## src/rtl/dsc_ram.sv

```systemverilog
// dsc_ram: generic single write port, single read port ram with
// registered read data; no dependencies

module dsc_ram #(
    parameter int WIDTH = 8,
    parameter int DEPTH = 16
) (
    input  logic                     i_clk,
    input  logic                     i_we,
    input  logic [$clog2(DEPTH)-1:0] i_waddr,
    input  logic [WIDTH-1:0]         i_wdata,
    input  logic                     i_re,
    input  logic [$clog2(DEPTH)-1:0] i_raddr,
    output logic [WIDTH-1:0]         o_rdata
);

    logic [WIDTH-1:0] r_mem [DEPTH];
    logic [WIDTH-1:0] r_rdata;

    always_ff @(posedge i_clk) begin
        if (i_we) begin
            r_mem[i_waddr] <= i_wdata;
        end
        if (i_re) begin
            r_rdata <= r_mem[i_raddr];
        end
    end

    assign o_rdata = r_rdata;

endmodule

```

## config.mk

```make
export PLATFORM = sky130hd
export DESIGN_NAME = dsc_ram
export DESIGN_NICKNAME = d
export VERILOG_FILES = /design/src/rtl/dsc_ram.sv
export SDC_FILE = /design/constraint.sdc
export NUM_CORES = 1
export LEC_CHECK = 0
export ABC_CLOCK_PERIOD_IN_PS = 5700
export BUFFER_PORTS_ARGS = -buffer_cell sky130_fd_sc_hd__buf_2
export CAP_MARGIN = 20
export CORE_MARGIN = 2
export CORE_UTILIZATION = 41
export CTS_CLUSTER_DIAMETER = 80
export DETAILED_ROUTE_END_ITERATION = 10
export PLACE_DENSITY_LB_ADDON = 0.1
export SETUP_SLACK_MARGIN = 0.15
export SLEW_MARGIN = 20
export SYNTH_ARGS = -nofsm -noshare
export SYNTH_HDL_FRONTEND = slang
export SYNTH_SLANG_ARGS = --single-unit
```

## constraint.sdc

```tcl
create_clock -name i_clk -period 5.7 [get_ports i_clk]
set_clock_uncertainty 0.15 [all_clocks]
set_input_delay 1.425 -clock i_clk [delete_from_list [all_inputs] [get_ports i_clk]]
set_output_delay 1.425 -clock i_clk [all_outputs]
set_load 0.01 [all_outputs]
```

[Word level (Yosys, flattened, before mapping)]
Memory sizes are Yosys's and may differ from the RTL's. A register that Yosys moved wholly into a read port is not among the register bits.
Index checks and enable logic that the tools add are counted.
Widths: inputs -> output; s select.
Word-level totals
  register bits: 0
  RAM bits: 128
  input port bits: 19
  output and inout port bits: 8
  logic and storage cells: 3
  memories: 1
Memories
  r_mem: depth 16, width 8, read ports 1, clocked after memory_dff 1, write ports 1, line 17  | logic [WIDTH-1:0] r_mem [DEPTH];
Cells by class
  multiplexer cells: 2
Operators by type and width (number)
  $mux 1: 2

[Longest topological paths before layout]
  depth after elaboration: 2
  depth in mapped cells: 5
  gate-level depth less buffers: 3

[Worst setup path before layout]
Ideal clock, no wire load.
  kind: input to register
  start: input i_waddr[2]
  end: memory r_mem[0][0] (enable)
  setup time: 0.383 ns
  data arrival time: 2.535 ns
  data required time: 5.167 ns
  slack: 2.632 ns
  stages: 2
  buffers on the path: 0
  cell sequence: or3b_2 > nor3_1
RTL lines
  start, declared: line 10  | input logic [$clog2(DEPTH)-1:0] i_waddr,
  end, declared: line 17
Straight into the memory's write port.

==> summary.md <==
| Metric | Value |
|---|---|
| Hold path endpoint | o_rdata[4] |
| Ratio of final minimum period to clock period | 59.1% |
| Core area | 12500 um^2 |
| Clk network pwr share | 43.2% |
| Clock latency on the worst-skew pair | 0.41 ns |
| Layout cells sized above 1 | 25.1% |
| CP Capture Type | flop |
| First-pass GRT wire length | 15400 um |
| Die Ht | 117 um |
| Startpoint types | primary input |
| Vias in the first global route | 2462 |
| CP required | 5.70 ns |
| Mapped Cells | 229 |
| Worst-path cell chain | buf_2 > buf_4 > mux4_1 > a22oi_1 > nand2_1 |
| Relative slew slack | 35.1% |
| Critical path's top delay family | buffers and inverters |
| CTS resizes | 0 |
| Yosys reg bits | 136 |
| Gr usage total | 16.8% |
| Clk sinks | 136 |
| Cell leakage power | 1.98 nW |
| Worst vdd ir | 178 uV |
| Count of final hold-check violations | 0 |
| Hold Path Class | reg2reg |
| Post-Synthesis Cell Area | 5230 um^2 |
| Min cycle time layout | 3.37 ns |
| Sequential-to-total area share from yosys stat | 78.1% |
| Vias per std cell | 5.30 |
| CTS tree | done |
| Crit Path Max Fanout | 21 |
| Capturing point of the worst reg2reg path | o_rdata[7] |
| Sw Share | 19.5% |
| Slew at the pin closest to its max-slew limit | 0.971 ns |
| Syn Nets | 248 |
| GRT overflow | 0 |
| H-tree lvl count | 4 |
| Inserted Clock Buffers | 17 |
| Detail Route Antenna Nets | 0 |
| Hold Crit Depth | 3 |
| DIE WIDTH | 117 um |
| CP max stage cell | mux4_1 |
| Final #Nets | 288 |
| Setup slack, reg-to-reg | 4.02 ns |
| Area delta synth->final | 15.2% |
| Clock root buffer | clkbuf_16 |
| DPL Wire Length | 6390 um |
| CTS Buffer Depth | 2 |
| Most frequent cells in the layout | 136 x edfxtp_1, 26 x buf_2, 18 x mux4_2, 17 x clkbuf_16, 16 x a22oi_1 |
| Yosys cell types | 18 |
| Data arrival time of the worst path | 3.37 ns |
| Initial antenna violation count | 0 |
| Internal power | 1.75 mW |
| Post-route setup TNS | 0 ns |
| Vias | 2389 |
| Util after Layout | 48.1% |
| R2R cell count | 3 |
| DR pass1 iterations | 4 |
| Slowest stage delay, CP | 0.58 ns |
| Post-CTS Hold Buffers | 0 |
| Critical path class | in2reg |
| Post-CTS setup buffers | 0 |
| RSZ-0062 raised after global routing | no |
| Max-cap violations | 0 |
| Combinational power share | 4.7% |
| GP Congestion | 0.709 |
| Pwr/cell area | 361 nW/um^2 |
| Routed WL | 10200 um |
| Net Sw Power | 0.424 mW |
| Buf/Inv on CP | 2 |
| Final slew viol count | 0 |
| Avg WL per Cell | 22.6 um |
| # IOs | 27 |
| Worst min-delay path startpoint | r_mem[11][4] |
| Yosys warns | 0 |
| Reg power frac | 52.1% |
| Setup violators final | 0 |
| Pin count of the biggest net entering global routing | 33 |
| Synthesized area per cell | 22.8 um^2 |
| Residual DRC | 0 |
| Site Rows | 41 |
| Diodes inserted | 0 |
| Outcome | complete, no violations |
| Worst r2r src | r_mem[10][7] |
| Most common cell after layout, fill and taps aside | edfxtp_1 |
| Initial Util | 41.8% |
| Die area | 13700 um^2 |
| DR iter-0 viols | 168 |
| Port Buf Inserts | 26 |
| CTS clk-pin slew, worst paths | 0.05 ns |
| Fmax | 297 MHz |
kinds of logic (layout without fill, tap and decap cells):
family | count (synthesis) | count (layout) | share of synthesized area (%)
flip-flops | 136 | 136 | 78.1
AND/OR/NAND/NOR | 35 | 35 | 3.14
AO/OA/AOI/OAI | 16 | 16 | 2.30
multiplexers | 32 | 32 | 14.8
buffers and inverters | 10 | 60 | 1.65
through the flow:
stage                     area, um^2  setup slack [ns]  power, mW  std cells  hold WS [ns]
after global routing            6020              2.15       2.25        451         0.671
after CTS                       6020              2.29       2.20        451         0.610
after floorplan                 5230              2.63       1.21        229         0.555
final                           6020              2.33       2.17        451         0.606
after detailed placement        5520              1.84       1.26        422         0.597
after global placement          5520              1.88       1.26        422         0.589
worst max-delay path by stage:
stage | startpoint | endpoint | slack, ns | cells past startpoint
after floorplan | i_waddr[2] | r_mem[0][0] | 2.63 | 2
after global placement | i_raddr[0] | o_rdata[3] | 1.88 | 5
after detailed placement | i_raddr[0] | o_rdata[3] | 1.84 | 5
after CTS | i_raddr[0] | o_rdata[3] | 2.29 | 5
after global routing | i_raddr[0] | o_rdata[3] | 2.15 | 5
final | i_raddr[0] | o_rdata[3] | 2.33 | 5
final cells by class:
type / count / area, um^2
clock buffer: 21 / 440
sequential: 136 / 4080
fill: 1066 / 6490
timing repair buffer: 31 / 168
multi-input combinational: 83 / 1060
tap: 172 / 215
clock inverter: 8 / 58.8
tightest hold or removal path: stages (launching register included):
cell and delay (ns):
edfxtp_1 0.31, mux4_1 0.21, a22oi_1 0.08, nand2_1 0.06
Yosys cell counts (all sizes together):
cell type,count,share of area (%)
a22oi,16,2.3
and2,1,0.12
and2b,1,0.14
buf,7,1.1
clkdlybuf4s25,3,0.57
edfxtp,136,78
mux4,32,15
nand2,9,0.65
nand2b,2,0.24
nand3,1,0.096
nand3b,2,0.29
nor2,13,0.93
nor2b,1,0.12
nor3,4,0.38
or3b,1,0.17
flip-flops by register name, summed over array words and instances (netlist names):
register / cells
r_mem: 128
o_rdata: 8
metal layers:
| layer | GRT usage [%] | share of wire [%] | vias to the layer above |
|---|---|---|---|
| li1 | - | - | 1062 |
| met1 | 22.3 | 44 | 1240 |
| met2 | 25.9 | 48 | 70 |
| met3 | 4.63 | 5.2 | 17 |
| met4 | 8.39 | 2.4 | 0 |
| met5 | 0 | 0 | - |
power by group through the flow:
stage               clock network [mW]  logic, mW  registers [mW]
floorplan                            0     0.0569            1.15
global placement                     0      0.103            1.15
detailed placement                   0      0.104            1.15
CTS                              0.958      0.104            1.13
global route                      1.00      0.112            1.13
finish                           0.939      0.101            1.13
No activity file was read; power rests on OpenSTA's default activity.
