File: config.mk
export PLATFORM = sky130hd
export DESIGN_NAME = dsc_mod_unit
export DESIGN_NICKNAME = d
export VERILOG_FILES = /design/src/rtl/dsc_pkg.sv /design/src/rtl/dsc_mod_unit.sv
export SDC_FILE = /design/constraint.sdc
export NUM_CORES = 1
export LEC_CHECK = 0
export BUFFER_PORTS_ARGS = -buffer_cell sky130_fd_sc_hd__buf_2
export CELL_PAD_IN_SITES_DETAIL_PLACEMENT = 0
export CELL_PAD_IN_SITES_GLOBAL_PLACEMENT = 2
export CORE_MARGIN = 2
export CORE_UTILIZATION = 34
export CTS_CLUSTER_SIZE = 16
export DETAILED_ROUTE_END_ITERATION = 16
export GPL_ROUTABILITY_DRIVEN = 1
export PLACE_DENSITY_LB_ADDON = 0.1
export SLEW_MARGIN = 20
export SYNTH_ARGS = -nofsm -noshare
export SYNTH_HDL_FRONTEND = slang
export SYNTH_SLANG_ARGS = --single-unit
File: constraint.sdc
create_clock -name i_clk -period 9.5 [get_ports i_clk]
set_input_delay 1.425 -clock i_clk [delete_from_list [all_inputs] [get_ports i_clk]]
set_output_delay 1.425 -clock i_clk [all_outputs]
set_load 0.02 [all_outputs]
File: src/rtl/dsc_pkg.sv
// dsc_pkg: shared widths, limits, state and handshake types of the
// divisible subarray counter; no dependencies

package dsc_pkg;

    localparam int VALUE_W         = 31;
    localparam int MOD_W           = 11;
    localparam int COUNT_W         = 31;
    localparam int BUCKET_W        = 17;
    localparam int DIV_W           = 32;
    localparam int DIV_STEP        = 4;
    localparam int DEF_MAX_BUCKETS = 1024;

    localparam logic [BUCKET_W-1:0] BUCKET_LIMIT = {BUCKET_W{1'b1}};
    localparam logic [COUNT_W-1:0]  ANSWER_LIMIT = {COUNT_W{1'b1}};

    typedef enum logic [1:0] {
        ST_CLEAR,
        ST_IDLE,
        ST_DIV,
        ST_UPDATE
    } t_state;

    typedef struct packed {
        logic start;
        logic neg;
    } t_mod_req;

    typedef struct packed {
        logic busy;
        logic done;
    } t_mod_rsp;

endpackage

File: src/rtl/dsc_mod_unit.sv
// dsc_mod_unit: iterative remainder unit, DIV_STEP quotient bits per cycle,
// floor modulo of a sign and magnitude operand; depends on dsc_pkg

module dsc_mod_unit
    import dsc_pkg::*;
#(
    parameter int MW = 11
) (
    input  logic             i_clk,
    input  logic             i_rst_n,
    input  t_mod_req         i_req,
    input  logic [DIV_W-1:0] i_mag,
    input  logic [MW-1:0]    i_mod,
    output t_mod_rsp         o_rsp,
    output logic [MW-1:0]    o_rem
);

    localparam int ITERS = DIV_W / DIV_STEP;
    localparam int CNT_W = (ITERS > 1) ? $clog2(ITERS) : 1;
    localparam logic [CNT_W-1:0] CNT_LAST = CNT_W'(ITERS - 1);

    logic             r_busy;
    logic             r_fix;
    logic             r_done;
    logic [CNT_W-1:0] r_cnt;
    logic [DIV_W-1:0] r_mag;
    logic [MW-1:0]    r_rem;
    logic             r_neg;
    logic [MW-1:0]    r_m;
    logic [MW-1:0]    r_res;

    logic [DIV_W-1:0] n_mag;
    logic [MW-1:0]    n_rem;
    logic [MW-1:0]    n_res;
    logic [MW:0]      s_t;

    // DIV_STEP restoring steps per cycle
    always_comb begin
        n_mag = r_mag;
        n_rem = r_rem;
        s_t   = '0;
        for (int k = 0; k < DIV_STEP; k++) begin
            s_t   = {n_rem, n_mag[DIV_W-1]};
            n_mag = {n_mag[DIV_W-2:0], 1'b0};
            if (s_t >= {1'b0, r_m}) begin
                n_rem = MW'(s_t - {1'b0, r_m});
            end else begin
                n_rem = MW'(s_t);
            end
        end
    end

    // negative operand maps to the nonnegative residue
    always_comb begin
        if (r_neg && (r_rem != '0)) begin
            n_res = r_m - r_rem;
        end else begin
            n_res = r_rem;
        end
    end

    always_ff @(posedge i_clk) begin
        if (!i_rst_n) begin
            r_busy <= 1'b0;
            r_fix  <= 1'b0;
            r_done <= 1'b0;
            r_cnt  <= '0;
        end else begin
            r_done <= 1'b0;
            if (i_req.start) begin
                r_busy <= 1'b1;
                r_fix  <= 1'b0;
                r_cnt  <= '0;
            end else if (r_busy) begin
                r_cnt <= r_cnt + 1'b1;
                if (r_cnt == CNT_LAST) begin
                    r_busy <= 1'b0;
                    r_fix  <= 1'b1;
                end
            end else if (r_fix) begin
                r_fix  <= 1'b0;
                r_done <= 1'b1;
            end
        end
    end

    always_ff @(posedge i_clk) begin
        if (i_req.start) begin
            r_mag <= i_mag;
            r_rem <= '0;
            r_neg <= i_req.neg;
            r_m   <= i_mod;
        end else if (r_busy) begin
            r_mag <= n_mag;
            r_rem <= n_rem;
        end
        if (r_fix) begin
            r_res <= n_res;
        end
    end

    assign o_rsp.busy = r_busy | r_fix;
    assign o_rsp.done = r_done;
    assign o_rem      = r_res;

    a_res_below_mod: assert property (@(posedge i_clk) disable iff (!i_rst_n)
        r_done |-> (r_res < r_m))
        else $error("residue not below modulus");

    a_done_after_fix: assert property (@(posedge i_clk) disable iff (!i_rst_n)
        $rose(r_done) |-> $past(r_fix))
        else $error("done without final correction");

endmodule

Word-level counts from Yosys, hierarchy flattened --
Index checks and enable logic that the tools add are counted.
Word-level totals: flip-flop bits (word level) 72, bits in latches 0, RAM bits 0, ROM bits 0, input port bits 47, output and inout port bits 13, logic and storage cells 40, memories kept 0
Cells by class: $add $sub $neg 6, multipliers 0, div/mod/pow operators 0, order comparisons 4, equal/unequal tests 1, shift operators 0, mux-type cells 11, bitwise operators 3, reductions and logical operators 6
Operators by type and width (count):
- 32-bit 2-to-1 mux | 2
- 11-bit 2-to-1 mux | 5
- 11-bit subtractor | 5
- 12-bit by 11-bit greater-or-equal comparator with 1-bit output | 4
- 11-bit nonzero test | 1
- 3-bit OR reduction | 2
- 1-bit 2-to-1 mux | 4
- 3-bit by 1-bit adder with 3-bit output (second input constant) | 1
- 3-bit == test (second input constant) | 1
- 1-bit NOT | 2
- 2-bit nonzero test | 1
- 2-bit OR reduction | 1
- 1-bit logical AND | 1
- 1-bit OR | 1

Logic depth before layout (Yosys ltp) --
Gate-level depths: netlist of the first run.
word-level depth 8, mapped depth 35, gate-level depth less buffers 34

Least setup slack after synthesis of the first run --
OpenSTA, ideal clock, no wires.
path type flip-flop to flip-flop, start reg r_m[0], end reg r_rem[1], library setup time 79 ps, arrival 8442 ps, data required time 9421 ps, path slack 978 ps, stages on the path, launching flop included 35, buffers on the path 2, clock period less this slack 8522 ps, cell sequence edfxtp_1 ha_1 fa_1 nand2b_1 a211oi_2 o31a_1 nor2_4 mux2i_1 fa_1 a21oi_2 o211ai_1 a221o_1 o21ai_0 and2_4 mux2_2 ha_1 a211oi_1 o21ai_0 a31o_2 a21oi_1 o21ai_0 a221oi_2 buf_4 mux2_2 ha_1 nor2b_1 o21ai_0 a21oi_1 o41ai_1 a211oi_1 a2111oi_1 mux2i_1 buf_6 mux2_4 a211oi_2
Between the ends: word-level cells in the longest chain between the ends 8, elaborated cells on any way between the ends 12, classes of those cells add/sub: 4; order compare: 4; mux: 4
RTL lines:
- from (decl) | line dsc_mod_unit.sv:29 | logic [MW-1:0] r_m;
- from (signal assigned) | line dsc_mod_unit.sv:92 | r_m <= i_mod;
- 11-bit subtractor / 12-bit by 11-bit greater-or-equal comparator with 1-bit output (equally long branches) | line dsc_mod_unit.sv:46, dsc_mod_unit.sv:45
- 11-bit 2-to-1 mux | line dsc_mod_unit.sv:45 | if (s_t >= {1'b0, r_m}) begin
- 11-bit subtractor / 12-bit by 11-bit greater-or-equal comparator with 1-bit output (equally long branches) | line dsc_mod_unit.sv:46, dsc_mod_unit.sv:45
- 11-bit 2-to-1 mux | line dsc_mod_unit.sv:45
- 12-bit by 11-bit greater-or-equal comparator with 1-bit output / 11-bit subtractor (equally long branches) | line dsc_mod_unit.sv:45, dsc_mod_unit.sv:46
- 11-bit 2-to-1 mux | line dsc_mod_unit.sv:45
- 11-bit subtractor / 12-bit by 11-bit greater-or-equal comparator with 1-bit output (equally long branches) | line dsc_mod_unit.sv:46, dsc_mod_unit.sv:45
- 11-bit 2-to-1 mux * | line dsc_mod_unit.sv:45
- to (signal assigned) | line dsc_mod_unit.sv:95 | r_rem <= n_rem;
- to (decl) | line dsc_mod_unit.sv:27 | logic [MW-1:0] r_rem;
Mark *: on every way between the ends. The rest lies on a longest branch, timed or not. A chain may end at the register's enable or synchronous reset.

Final worst setup path of the first run --
Same ends and word-level chain as after synthesis.

==> impl_results.md, run 1 <==
* Status: finished, final reports clean
* Final setup viols at 0
* Count of input and output buffers at 59
* Highest Signal Layer: met4
* RR Startpoint: r_m[0]
* Final setup margin at approximately 0.56 ns
* Post-DRT Antenna Nets at 0
* Sequential fraction of the synthesis area at between 30% and 40%
* Least-Margin Pin Slew at around 1.0 ns
* Width of the die at 134 um
* Post-Place Cell Area at 6390 um^2
* Cell area after layout at a little under 7000 um^2
* DP Cell Count at 864
* Worst hold path type: register to register
* Worst r2r path cells at 33
* WL met2 at 7.62 mm
* Largest net degree at the start of global routing at 59
* Syn avg cell area at between 9 and 10 um^2
* Worst Path Required at roughly 9.8 ns
* Gpl congestion at 0.866
* Max Clk Rate at around 110 MHz
* Worst path most repeated cell: a211oi_2
* Sink Count at 72
* Gr usage total at 17.9%
* Vias in the first global route at around 4500
* NumNets Final at between 700 and 800
* Initial core utilization at about a third
* CP max stage delay at slightly above 0.5 ns
* Max Slew Vio Count at 0
* Pre-CTS setup slack at 0.208 ns
* CTS tree: yes
* Initial antenna violation count at 0
* Non-filler instance count after layout at 885
* Final Skew at just over 0.008 ns
* Yosys warning count at 0
* Row count at between 40 and 50
* Synthesized Nets at between 600 and 700
* Post-synth ARST share at 0%
* Cell variety after synth at 64
* Via count at around 4700
* FF+latch count, synth at 72
* Hold Vio Cnt, Final at 0
* Total of max-cap violations at 0
* Cell area after synthesis at a little under 6000 um^2
* CP Buf/Inv Count at 1
* Most frequent cells in the layout: buf_2 (59), ha_1 (56), edfxtp_1 (55), inv_1 (51), mux2_2 (47)
* I/O Pins at 60
* Rel. slew slack at between 30 and 40%
* Commonest non-fill, non-tap cell in the layout: buf_2
* Final min period at slightly below 9 ns
* Met3 wire len at just under 700 um
* Routed WL at 16.1 mm
* Fraction of layout cells with a size suffix above 1 at roughly a quarter
* Drt first-iter violations at 211
* DRT Pass-1 Iters at 5
* DRC Markers at 0
* Crit path DAT at around 9.2 ns
* Die area at about 18000 um^2
* CP max FO at 11
* Number of cells on the critical path at 33
* Root buffer cell: clkbuf_16
* Mapped Cells at roughly 590
* Max Root-Sink Buffers at 2
* Total gr overflow at 0
* Met1 WL at ~7.5 mm
* Die height at between 100 and 150 um
* Area of the core at ~17000 um^2
* Cts hold-fix bufs at 0
* Hold slack at between 0.5 and 0.6 ns
* Worst setup EP type: register
* Start point of the critical path: r_m[0]
* Clock-pin slew on the worst setup and hold paths at roughly 0.060 ns
* Post-synth EDFFs at between 50 and 60
* Main synth FF type: edfxtp_1
* First-pass GRT wire length at 24.8 mm
* WL/cell at around 18 um
* Setup crit start kind: register
* CTS Buf Count at 9
* Via density at roughly 5.3
* CP Class: register to register
* DP Wirelength at ~12 mm
* Fin crit share at a little over nine tenths
* Critical path's slowest cell: edfxtp_1
* H-Tree Depth at 3
* Cell family with most CP delay: compound AO/OA/AOI/OAI gates
* Layout area overhead at 16.7%
* CP Capture Point: r_rem[1]
* Reg2reg setup slack at around 0.56 ns
* Antenna cell count at 0
* Worst-skew pair later-pin latency at roughly 0.34 ns
* R2R Path End: r_rem[1]
## through the flow
| step | setup TNS [ns] | utilization [%] |
|---|---|---|
| after floorplan | 0 | - |
| after global placement | 0 | 38.5 |
| after detailed placement | 0 | 38.5 |
| after CTS | 0 | 40.2 |
| after global routing | -0.0110 | 40.7 |
| final | 0 | 40.7 |
## metal layers
metal	GRT usage [%]	up-vias
li1	-	2321
met1	23.9	2220
met2	29.6	131
met3	3.48	24
met4	4.85	0
met5	0	-
## layout make-up
cell class,count,area (um^2)
Sequential cell,72,1990
Inverter,51,191
Tap cell,220,275
Timing Repair Buffer,76,427
Multi-Input combinational cell,450,3580
Fill cell,1670,9840
Clock inverter,5,40.0
Clock buffer,11,243
## synthesized netlist by cell type (all sizes together), types with 8 or more instances
library cell / n / area share (%)
xnor2: 22 / 3.3
a21oi: 16 / 1.5
ha: 56 / 12
o21ai: 31 / 2.7
nor4: 8 / 0.87
edfxtp: 55 / 29
xor2: 8 / 1.2
nor2: 47 / 3.2
nand2: 35 / 2.3
dfxtp: 17 / 5.9
inv: 51 / 3.3
a211oi: 20 / 2.9
clkbuf: 9 / 0.58
mux2i: 23 / 4.0
nor3: 13 / 1.1
mux2: 49 / 9.7
nor2b: 12 / 1.3
## tightest hold or removal path, cell delays in order, from the launching register on
cell,delay (ns)
dfxtp_1,0.33
mux2i_1,0.07
nor2_1,0.08
## how the worst min path moves through the flow
stage	start	endpoint	slack (ns)	depth (start not counted)
2_1_floorplan	r_cnt[1]	r_cnt[1]	0.46	2
3_3_place_gp	r_cnt[2]	r_cnt[2]	0.48	2
3_5_place_dp	r_cnt[2]	r_cnt[2]	0.50	2
4_1_cts	r_cnt[2]	r_cnt[2]	0.52	2
5_1_grt	r_cnt[0]	r_cnt[0]	0.54	2
6_report	r_cnt[1]	r_cnt[1]	0.51	2
## registers in the layout, indices dropped and copies added (netlist names)
name    count
r_mag      32
o_rem      11
r_m        11
r_rem      11
r_cnt       3
r_busy      1
r_done      1
r_fix       1
r_neg       1
## cell families after synthesis
logic type	Yosys count	share of synthesized area [%]
XOR/XNOR	30	4.55
adder cells (fa/ha/maj)	61	13.9
buffers and inverters	65	4.48
AND/OR/NAND/NOR	161	13.9
flip-flops	72	34.5
multiplexers	72	13.7
AO/OA/AOI/OAI	125	15.1
## repair_timing
action                     in CTS  in global routing
setup endpoints to repair       0                 11
buffers inserted                0                  4
resized for setup               0                 11
Power of run 1 is left out: the tool's default activity adds up to more than one toggle a clock period on the data nets, which glitch-free logic cannot reach.
==> run 2, diff against run 1 <==
- ABC_AREA: not set -> 1
==> run 2 against run 1 <==
  * Count of clock-buffer cells in the layout fell by 2
  * Area after synthesis rose by 3.9%
  * Routed wire length rose by 7.2%
  * Synthesized cell count rose by 40%
  * Worst setup slack improved by 0.85 ns
  * Worst hold slack got worse by 0.038 ns
  * Sequential share of layout area fell by 0.093 points
  * Via count rose by 14%
  * Global-route usage rose by 1.3 points
  * First-iteration DRC count rose by 36%
  * Critical path type unchanged
==> impl_results.md, run 2 <==
* Crit path DAT at 8.31 ns (was 9.19 ns)
* Most frequent cell after synthesis: nand2_1 (was ha_1)
* Gr usage total at 19.2% (was 17.9%)
* Met3 wire len at 663 um (was 684 um)
* CP max stage delay at 0.52 ns (was 0.51 ns)
* Multi-input gate area at 3470 um^2 (was 3580 um^2)
* Cell family with most CP delay: simple AND/OR/NAND/NOR gates (was compound AO/OA/AOI/OAI gates)
* CP Class: register to register (unchanged)
* WL met2 at 8.12 mm (was 7.62 mm)
* Die height at 137 um (was 134 um)
* Via density at 4.87 (was 5.31)
* Post-synth ARST share at 0% (unchanged)
* Non-filler instance count after layout at 1104 (was 885)
* Die area at 18700 um^2 (was 18100 um^2)
* Share of the synthesized area in the top cell type at 27.5% (was 28.6%)
* Fraction of layout cells with a size suffix above 1 at 11.6% (was 24.4%)
* Cell area after synthesis at 6000 um^2 (was 5780 um^2)
* RR Startpoint: r_m[0] (unchanged)
* Total of max-cap violations at 0 (unchanged)
* Max Root-Sink Buffers at 2 (unchanged)
* Least-Margin Pin Slew at 0.872 ns (was 0.995 ns)
* CTS Buf Count at 9 (unchanged)
* CP Capture Point: r_rem[3] (was r_rem[1])
* Width of the die at 137 um (was 134 um)
* FF+latch count, synth at 72 (unchanged)
* Root buffer cell: clkbuf_16 (unchanged)
* Hold slack at 0.473 ns (was 0.511 ns)
* Yosys warning count at 0 (unchanged)
* Final min period at 8.09 ns (was 8.94 ns)
* CP Buf/Inv Count at 6 (was 1)
* Final setup viols at 0 (unchanged)
* Routed WL at 17.2 mm (was 16.1 mm)
* Largest cells by area after synthesis: edfxtp_1 (28%), nand2_1 (18%), ha_1 (12%) (was edfxtp_1 (29%), ha_1 (12%), mux2_2 (9.2%))
* Worst setup EP type: register (unchanged)
* Count of input and output buffers at 59 (unchanged)
* Initial antenna violation count at 0 (unchanged)
* R2R Path End: r_rem[3] (was r_rem[1])
* Layout area overhead at 12.7% (was 16.7%)
* WL/cell at 15.6 um (was 18.2 um)
* Highest Signal Layer: met4 (unchanged)
* RSZ-0062 raised after global routing: no
* Clock-pin slew on the worst setup and hold paths at 0.06 ns (about the same)
* Drt first-iter violations at 288 (was 211)
* Post-synth EDFFs at 55 (unchanged)
* Status: finished, final reports clean (unchanged)
* Setup crit start kind: register (unchanged)
* Start point of the critical path: r_m[0] (unchanged)
* Worst hold path type: register to register (unchanged)
* Syn avg cell area at 7.30 um^2 (was 9.86 um^2)
* Max Slew Vio Count at 0 (unchanged)
* Commonest non-fill, non-tap cell in the layout: nand2_1 (was buf_2)
* Row count at 48 (was 47)
* NumNets Final at 983 (was 768)
* I/O Pins at 60 (unchanged)
* Synth top cells by count: nand2_1 (293), inv_1 (113), ha_1 (56), edfxtp_1 (55), nand3_1 (46) (was ha_1 (56), edfxtp_1 (55), inv_1 (51), mux2_2 (47), nor2_1 (46))
* Area of the core at 17300 um^2 (was 16600 um^2)
* Max Clk Rate at 124 MHz (was 112 MHz)
* DP Cell Count at 1089 (was 864)
* Final Skew at 0.00403 ns (was 0.00828 ns)
* H-Tree Depth at 3 (unchanged)
* Cts hold-fix bufs at 0 (unchanged)
* Reg with most FFs: r_mag (unchanged)
* Hold Vio Cnt, Final at 0 (unchanged)
* Rel. slew slack at 41.7% (was 33.6%)
* Sink Count at 72 (unchanged)
* Storage cell area at 1990 um^2 (unchanged)
* Vias in the first global route at 5240 (was 4524)
* Met1 WL at 8.01 mm (was 7.46 mm)
* Fill count at 1866 (was 1670)
* Post-DRT Antenna Nets at 0 (unchanged)
* DRT Pass-1 Iters at 6 (was 5)
* DRC Markers at 0 (unchanged)
* Main synth FF type: edfxtp_1 (unchanged)
* Largest register FFs at 32 (unchanged)
* Via count at 5375 (was 4696)
* Most frequent cells in the layout: nand2_1 (293), inv_1 (113), buf_2 (59), ha_1 (56), edfxtp_1 (55) (was buf_2 (59), ha_1 (56), edfxtp_1 (55), inv_1 (51), mux2_2 (47))
* Number of cells on the critical path at 44 (was 33)
* Total gr overflow at 0 (unchanged)
* DP Wirelength at 13.4 mm (was 12.5 mm)
* Largest net degree at the start of global routing at 49 (was 59)
* Initial core utilization at 34.7% (was 34.8%)
* # resized after CTS at 0 (unchanged)
* Cell taking the most area after synthesis: edfxtp_1 (unchanged)
* Cell variety after synth at 44 (was 64)
* Worst-skew pair later-pin latency at 0.33 ns (was 0.34 ns)
* Synthesized Nets at 930 (was 694)
* Worst Path Required at 9.72 ns (was 9.76 ns)
* Fin crit share at 85.1% (was 94.1%)
* Sequential fraction of the synthesis area at 33.2% (was 34.5%)
* CTS tree: yes (unchanged)
* Worst path most repeated cell: nand2_1 (was a211oi_2)
* Post-CTS repair timing setup buffer count at 0 (unchanged)
* First-pass GRT wire length at 27.2 mm (was 24.8 mm)
* Antenna cell count at 0 (unchanged)
* Worst r2r path cells at 44 (was 33)
* Critical path's slowest cell: edfxtp_1 (unchanged)
* Gpl congestion at 0.856 (was 0.866)
* Mapped Cells at 822 (was 586)
* CP max FO at 20 (was 11)
* Setup TNS at 0 ns (unchanged)
* Reg2reg setup slack at 1.41 ns (was 0.56 ns)
-- run 2: cell types whose count changed after synthesis, sizes merged, moves of 19 or more --
cell and change:
nand2 +267, mux2i -23, mux2 -49, inv +63
a211oi -19, nand3 +43, a21oi +26
-- run 2: layout make-up --
| cell class | instances | share of cell area, % |
|---|---|---|
| flip-flops and latches | 72 | 29.4 |
| clock buffers | 9 | 3.33 |
| repair buffers | 61 | 4.58 |
| inverters | 114 | 6.32 |
| clock inverters | 6 | 0.906 |
| multi-input cells | 617 | 51.3 |
| well taps | 225 | 4.16 |
-- run 2: worst min-delay path: cells and delay by family (launching register included) --
family | cells | cell delay (ns)
simple gates | 1 | 0.06
flops | 1 | 0.31
compound gates | 1 | 0.05
-- run 2: cells by family after synthesis --
family | after synthesis | share of synthesized area [%]
buffers and inverters | 133 | 9.02
AO/OA/AOI/OAI | 94 | 8.86
flip-flops | 72 | 33.2
adder cells (fa/ha/maj) | 61 | 13.3
AND/OR/NAND/NOR | 424 | 30.1
XOR/XNOR | 38 | 5.54
-- run 2: per-stage QoR --
stage	worst slack, ns	util, %	cell area (um^2)
3_3_place_gp	1.37	37.5	6480
2_1_floorplan	2.89	-	6000
5_1_grt	0.550	39.1	6770
3_5_place_dp	1.39	37.5	6480
6_report	1.41	39.1	6770
4_1_cts	1.36	39.1	6770
-- run 2: per-layer routing --
metal	vias up	global-route usage, %
li1	2784	-
met1	2455	25.1
met2	115	32.4
met3	21	2.85
met4	0	6.64
met5	-	0
-- run 2: worst min-delay path by stage --
stage / from / depth (start not counted) / slack (ns) / endpoint
3_3_place_gp: r_cnt[1] / 2 / 0.45 / r_cnt[1]
3_5_place_dp: r_cnt[1] / 2 / 0.47 / r_cnt[1]
6_report: r_cnt[1] / 2 / 0.47 / r_cnt[1]
5_1_grt: r_cnt[1] / 2 / 0.50 / r_cnt[1]
2_1_floorplan: r_cnt[1] / 2 / 0.44 / r_cnt[1]
4_1_cts: r_cnt[1] / 2 / 0.48 / r_cnt[1]
Power of run 2 is left out for the same reason.
